--- config.mk ---
export PLATFORM = sky130hd
export DESIGN_NAME = hmon_ctrl
export DESIGN_NICKNAME = d
export VERILOG_FILES = /design/src/sv/hmon_pkg.sv /design/src/sv/hmon_ctrl.sv
export VERILOG_INCLUDE_DIRS = /design/src /design/src/sv
export SDC_FILE = /design/constraint.sdc
export NUM_CORES = 1
export LEC_CHECK = 0
export ABC_AREA = 1
export BUFFER_PORTS_ARGS = -buffer_cell sky130_fd_sc_hd__buf_2
export CAP_MARGIN = 10
export CORE_AREA = 2 2 39 41
export CTS_BUF_LIST = sky130_fd_sc_hd__clkbuf_4
export DETAILED_ROUTE_END_ITERATION = 6
export DIE_AREA = 0 0 41 43
export PLACE_DENSITY = 0.65
export SETUP_SLACK_MARGIN = 0.3
export SLEW_MARGIN = 15
export SYNTH_ARGS = -nofsm -noshare
export SYNTH_HDL_FRONTEND = slang
export SYNTH_SLANG_ARGS = --single-unit
--- constraint.sdc ---
create_clock -name clk -period 1.45 [get_ports clk]
set_input_delay 0.29 -clock clk [delete_from_list [all_inputs] [get_ports clk]]
set_output_delay 0.29 -clock clk [all_outputs]
set_load 0.01 [all_outputs]
--- src/sv/packet_stats_hll_monitor_assert.svh ---
// assertion macros for the packet statistics monitor
// used by modules that assert; expects clk and rst_n in scope
`ifndef PACKET_STATS_HLL_MONITOR_ASSERT_SVH
`define PACKET_STATS_HLL_MONITOR_ASSERT_SVH
`ifndef SYNTHESIS
`define HMON_ASSERT_IMP(lbl, ante, cons) \
    lbl: assert property (@(posedge clk) disable iff (!rst_n) (ante) |-> (cons)) \
        else $error("hmon check failed");
`define HMON_ASSERT_NXT(lbl, ante, cons) \
    lbl: assert property (@(posedge clk) disable iff (!rst_n) (ante) |=> (cons)) \
        else $error("hmon check failed");
`else
`define HMON_ASSERT_IMP(lbl, ante, cons)
`define HMON_ASSERT_NXT(lbl, ante, cons)
`endif
`endif

--- src/sv/hmon_pkg.sv ---
// shared types, constants and helpers for the packet statistics monitor
// no dependencies
package hmon_pkg;

    // sketch geometry
    localparam int P_BITS    = 6;
    localparam int NUM_REGS  = 1 << P_BITS;
    localparam int SK_AW     = P_BITS;
    localparam int RANK_CAP  = 32 - P_BITS;
    localparam int RANK_W    = 5;
    localparam int TZ_W      = 5;

    // associative tables
    localparam int SRC_ENTRIES  = 128;
    localparam int SRC_AW       = (SRC_ENTRIES > 1) ? $clog2(SRC_ENTRIES) : 1;
    localparam int SRC_FW       = $clog2(SRC_ENTRIES + 1);
    localparam int PORT_ENTRIES = 32;
    localparam int PORT_AW      = (PORT_ENTRIES > 1) ? $clog2(PORT_ENTRIES) : 1;
    localparam int PORT_FW      = $clog2(PORT_ENTRIES + 1);
    localparam int IDX_W        = (SRC_FW > PORT_FW) ? SRC_FW : PORT_FW;

    // statistics counters
    localparam int NUM_CNT = 7;
    localparam int CNT_AW  = 3;
    localparam logic [CNT_AW-1:0] CNT_PASS  = 3'd0;
    localparam logic [CNT_AW-1:0] CNT_DROP  = 3'd1;
    localparam logic [CNT_AW-1:0] CNT_BYTES = 3'd2;
    localparam logic [CNT_AW-1:0] CNT_TCP   = 3'd3;
    localparam logic [CNT_AW-1:0] CNT_UDP   = 3'd4;
    localparam logic [CNT_AW-1:0] CNT_ICMP  = 3'd5;
    localparam logic [CNT_AW-1:0] CNT_OTHER = 3'd6;

    // field widths
    localparam int FUNC_W  = 3;
    localparam int LEN_W   = 16;
    localparam int ETYPE_W = 16;
    localparam int IP_W    = 32;
    localparam int PROTO_W = 8;
    localparam int PORT_W  = 16;
    localparam int RIDX_W  = 7;
    localparam int DATA_W  = 32;

    // function codes
    localparam logic [FUNC_W-1:0] FN_PACKET    = 3'd0;
    localparam logic [FUNC_W-1:0] FN_RD_CNT    = 3'd1;
    localparam logic [FUNC_W-1:0] FN_RD_SKETCH = 3'd2;
    localparam logic [FUNC_W-1:0] FN_RD_SRC    = 3'd3;
    localparam logic [FUNC_W-1:0] FN_RD_PORT   = 3'd4;

    // header constants
    localparam logic [ETYPE_W-1:0] ETH_IPV4     = 16'h0800;
    localparam logic [LEN_W-1:0]   MIN_IPV4_LEN = 16'd34;
    localparam logic [LEN_W-1:0]   MIN_TCP_LEN  = 16'd54;
    localparam logic [LEN_W-1:0]   MIN_UDP_LEN  = 16'd42;
    localparam logic [PROTO_W-1:0] PROTO_ICMP   = 8'd1;
    localparam logic [PROTO_W-1:0] PROTO_TCP    = 8'd6;
    localparam logic [PROTO_W-1:0] PROTO_UDP    = 8'd17;
    localparam logic [IP_W-1:0]    HASH_MULT    = 32'd2654435761;

    typedef enum logic [3:0] {
        ST_IDLE,
        ST_DECODE,
        ST_SRC_RD,
        ST_SRC_CMP,
        ST_SK_RD,
        ST_SK_WR,
        ST_PORT_RD,
        ST_PORT_CMP,
        ST_DONE
    } state_t;

    typedef struct packed {
        logic load_item;
        logic start_pkt;
        logic idx_clr;
        logic idx_inc;
        logic src_rd;
        logic src_insert;
        logic src_incr;
        logic sk_rd;
        logic sk_upd;
        logic proto_cnt;
        logic port_rd;
        logic port_insert;
        logic port_incr;
        logic rd_mem;
        logic out_load;
    } dp_cmd_t;

    typedef struct packed {
        logic [FUNC_W-1:0] func;
        logic              ipv4_ok;
        logic              proto_go;
        logic              port_go;
        logic              src_end;
        logic              src_match;
        logic              port_end;
        logic              port_match;
        logic              out_free;
    } dp_status_t;

    // rank = trailing zeros capped, plus one
    function automatic logic [RANK_W-1:0] rank_of(input logic [IP_W-1:0] h);
        logic [IP_W-1:0] low;
        logic [TZ_W-1:0] tz;
        logic [RANK_W-1:0] capped;
        low = h & (~h + 32'd1);
        tz  = '0;
        for (int b = 0; b < TZ_W; b++) begin
            for (int i = 0; i < IP_W; i++) begin
                if (i[b] && low[i]) begin
                    tz[b] = 1'b1;
                end
            end
        end
        if (h == '0 || 32'(tz) > RANK_CAP) begin
            capped = RANK_W'(RANK_CAP);
        end else begin
            capped = RANK_W'(tz);
        end
        return capped + RANK_W'(1);
    endfunction

endpackage

--- src/sv/hmon_ctrl.sv ---
// sequencing state machine of the packet statistics monitor
// depends on hmon_pkg and the assertion macro header
module hmon_ctrl (
    input  logic                 clk,
    input  logic                 rst_n,
    input  logic                 item_valid,
    output logic                 item_ready,
    input  hmon_pkg::dp_status_t st,
    output hmon_pkg::dp_cmd_t    cmd
);
    import hmon_pkg::*;
    `include "packet_stats_hll_monitor_assert.svh"

    state_t state_reg;
    state_t state_next;

    // state register
    always_ff @(posedge clk or negedge rst_n)
    begin
        if (!rst_n)
        begin
            state_reg <= ST_IDLE;
        end
        else
        begin
            state_reg <= state_next;
        end
    end

    // next state and commands
    always_comb
    begin
        cmd        = '0;
        item_ready = 1'b0;
        state_next = state_reg;
        unique case (state_reg)
            ST_IDLE:
            begin
                item_ready = 1'b1;
                if (item_valid)
                begin
                    cmd.load_item = 1'b1;
                    state_next    = ST_DECODE;
                end
            end
            ST_DECODE:
            begin
                state_next = ST_DONE;
                unique case (st.func)
                    FN_PACKET:
                    begin
                        cmd.start_pkt = 1'b1;
                        cmd.idx_clr   = 1'b1;
                        if (st.ipv4_ok)
                        begin
                            state_next = ST_SRC_RD;
                        end
                    end
                    FN_RD_CNT, FN_RD_SKETCH, FN_RD_SRC, FN_RD_PORT:
                    begin
                        cmd.rd_mem = 1'b1;
                    end
                    default:
                    begin
                        state_next = ST_DONE;
                    end
                endcase
            end
            ST_SRC_RD:
            begin
                if (st.src_end)
                begin
                    cmd.src_insert = 1'b1;
                    state_next     = ST_SK_RD;
                end
                else
                begin
                    cmd.src_rd = 1'b1;
                    state_next = ST_SRC_CMP;
                end
            end
            ST_SRC_CMP:
            begin
                if (st.src_match)
                begin
                    cmd.src_incr = 1'b1;
                    state_next   = ST_SK_RD;
                end
                else
                begin
                    cmd.idx_inc = 1'b1;
                    state_next  = ST_SRC_RD;
                end
            end
            ST_SK_RD:
            begin
                cmd.sk_rd  = 1'b1;
                state_next = ST_SK_WR;
            end
            ST_SK_WR:
            begin
                cmd.sk_upd    = 1'b1;
                cmd.idx_clr   = 1'b1;
                cmd.proto_cnt = st.proto_go;
                state_next    = st.port_go ? ST_PORT_RD : ST_DONE;
            end
            ST_PORT_RD:
            begin
                if (st.port_end)
                begin
                    cmd.port_insert = 1'b1;
                    state_next      = ST_DONE;
                end
                else
                begin
                    cmd.port_rd = 1'b1;
                    state_next  = ST_PORT_CMP;
                end
            end
            ST_PORT_CMP:
            begin
                if (st.port_match)
                begin
                    cmd.port_incr = 1'b1;
                    state_next    = ST_DONE;
                end
                else
                begin
                    cmd.idx_inc = 1'b1;
                    state_next  = ST_PORT_RD;
                end
            end
            ST_DONE:
            begin
                if (st.out_free)
                begin
                    cmd.out_load = 1'b1;
                    state_next   = ST_IDLE;
                end
            end
            default:
            begin
                state_next = ST_IDLE;
            end
        endcase
    end

    // an accepted word always moves on to decode
    `HMON_ASSERT_NXT(a_accept_decode, item_valid && item_ready, state_reg == ST_DECODE)

endmodule

==> results.py <==
metrics = {
    "global_route": {
        "grt_use_total": 0.1521,
        "wire_length_of_the_first_global_routing_pass_microns": 1876,
        "number_of_global_route_vias_before_repair": 517,
        "grt_max_degree": 7,
        "overflow": 0,
        "antenna_found_initial": 0,
    },
    "worst_setup_path": {
        "crit_required_ps": 1160,
        "critPathMaxStageDelay_ps": 440,
        "timing.critical_path.mode_cell": "nor2_2",
        "crit-reg2reg-launch": "state_reg[3]",
        "setup.worst_path.end": "cmd[14]",
        "worstPathArrival_ps": 1250,
        "startpoint": "state_reg[0]",
        "crit_type": "flip-flop to output pin",
        "worst_setup_path_start_kind": "flip-flop",
        "regToRegSetupSlack_ps": 250,
        "r2r_end": "state_reg[2]",
        "critical_path_cell_sequence": "nor2_2, nand2_1, nor2_2, buf_2",
        "setup.worst_path.end_class": "output pin",
        "crit_slowest_cell": "dfrtp_2",
        "rr_worst_depth": 8,
        "crit_path_max_fanout": 4,
    },
    "logic_synthesis": {
        "syn-cell-area_sq_um": 427.9,
        "ys_ff_latch": 4,
        "synthesis.nets": 92,
        "synth-seq-area-share": 0.2339,
        "netlist_instances": 78,
        "yosysWarningCount": 0,
        "syn_area_per_cell_sq_um": 5.486,
        "synth.lib_cells_used.distinct": 13,
    },
    "final_layout": {
        "largest_register_ffs": 4,
        "final_layout_size_suffix_gt1_frac": 0.5902,
        "finalNetCount": 137,
        "total_non_filler_cell_area_in_the_finished_layout_sq_um": 833.3,
        "mostFrequentLayoutCells": "25 x buf_2, 16 x inv_1, 10 x nand2_1, 8 x inv_2, 8 x buf_6",
        "antennaDiodeCount": 0,
        "layout_commonest_cell": "buf_2",
        "area.growth.synth_to_final_pct": 94.74,
        "final.fill_count": 137,
    },
    "sta": {
        "slew-limit-headroom": 0.8493,
        "final_min_period_over_clock_period": 1.063,
        "final_hold_viol_count": 0,
        "slew_violations": 0,
        "layout_setup_ws_ps": -90.81,
        "rsz0062_at_grt": "yes",
        "fin_setup_tns_ps": -517.4,
        "tightestPinTransition_ps": 225.5,
        "timing.hold.ws_ps": 340.3,
        "minimum_period_implied_by_the_final_worst_setup_slack_ps": 1541,
        "skew_ps": 8.350,
        "max_freq_ghz": 0.6490,
        "setup_viol_count_final": 12,
    },
    "job": {
        "max-cap-violations": 0,
    },
    "min_path": {
        "holdCritStartpoint": "item_valid",
        "min-delay-path-class": "primary input to flip-flop",
    },
    "clocking": {
        "clock_tree.htree_level_count": 1,
        "worst_skew_pair.late_latency_ps": 240,
        "clk_transition_reported_paths_ps": 40,
        "clock_buffer_count_from_cts": 3,
        "clkSinkCount": 4,
        "cts_tree": "done",
        "max-clock-path-buffers": 2,
        "clock_tree.root_cell": "clkbuf_4",
    },
    "detailed_routing": {
        "dr.first_iter.drc_count": 8,
        "antenna_nets_post_route": 0,
        "vias_per_cell": 4.290,
        "drt_pass1_iterations": 3,
        "routed_wire_length_per_instance_microns": 9.225,
        "wirelength_routed_microns": 1273,
        "detailroute.via_count": 592,
        "drt_drc_violations_left": 0,
    },
    "die": {
        "dieHeight_microns": 43,
        "core_region_area_sq_mm": 0.001384,
        "rows": 14,
        "initial_core_util": 0.3092,
        "ios": 30,
        "fp.dieW_microns": 41,
        "die_area_sq_mm": 0.001763,
    },
    "place": {
        "dp_hpwl_microns": 919.3,
        "dpl_worst_slack_ps": 129.4,
        "gp_congestion": 0.7241,
        "placed_cell_area_sq_um": 599.3,
        "buffer_ports.inserted": 29,
    },
    "run_status": {
        "violations": "negative setup slack",
        "run_status": "complete, but fails checks",
    },
    "pwr": {
        "peakVddDrop_mv": 0.9491,
        "power.density_mw_per_mm2": 1281,
        "finalPower_uw": 1068,
        "power.static_leakage_uw": 0.0005603,
    },
}
[power breakdown]
group / internal (uW) / switching (uW) / total (uW)
combinational: 303 / 383 / 686
sequential: 154 / 57.2 / 211
clock: 122 / 48.4 / 170
total: 580 / 488 / 1070
[per-stage QoR]
| stage | utilization | std cells |
|---|---|---|
| 3_5_place_dp | 0.4331 | 123 |
| 3_3_place_gp | 0.4331 | 123 |
| 6_report | 0.6022 | 138 |
| 5_1_grt | 0.6022 | 138 |
| 2_1_floorplan | - | 78 |
| 4_1_cts | 0.5163 | 135 |
[synthesized netlist by cell type, drive strengths merged]
cell type	n	share of area
nand3b	2	0.035
inv	24	0.21
nand4	1	0.015
nand2	16	0.15
a21oi	2	0.023
nand3	9	0.11
nor2	17	0.20
o21ai	3	0.035
dfrtp	4	0.23
[worst min path at each step]
stage                   endpoint  slack, ps  cells past startpoint
floorplan           state_reg[0]         -6                      0
global placement    state_reg[0]        100                      1
detailed placement  state_reg[0]        100                      1
CTS                 state_reg[0]        340                      3
global route        state_reg[0]        370                      3
finish              state_reg[0]        340                      3
[critical path: cells and delay by family (launching register included)]
family / cells / cell delay, ps
buffers and inverters: 1 / 130
flip-flops: 1 / 440
AND/OR/NAND/NOR: 3 / 440
[logic make-up (layout without fill, tap and decap cells)]
family                 count (synthesis)  count (layout)  synth area share
buffers and inverters                 24              68            0.2105
flip-flops                             4               4            0.2339
AO/OA/AOI/OAI                          5               5           0.05847
AND/OR/NAND/NOR                       45              45            0.4971
[area by class of cell]
| type | count | area (sq um) | area share |
|---|---|---|---|
| Tap cell | 16 | 20.02 | 0.02402 |
| Inverter | 24 | 90.09 | 0.1081 |
| Sequential cell | 4 | 102.6 | 0.1231 |
| Timing Repair Buffer | 40 | 270.3 | 0.3243 |
| Multi-Input combinational cell | 50 | 320.3 | 0.3844 |
| Clock buffer | 4 | 30.03 | 0.03604 |
[what timing repair did]
item	4_1_cts	5_1_grt
endpoints found under the setup margin	17	20
gates resized for setup	7	25
setup buffers	7	3
endpoints found under the hold margin	4	0
pin swaps	8	6
hold buffers	1	0
[layer usage]
layer / track usage / vias up / part of all wire
met1: 0.1981 / 256 / 0.39
li1: - / 317 / -
met2: 0.2438 / 19 / 0.55
met3: 0 / 0 / 0.052
met4: 0.08000 / 0 / 0
met5: 0 / - / 0
(Power assumes the default switching activity.)
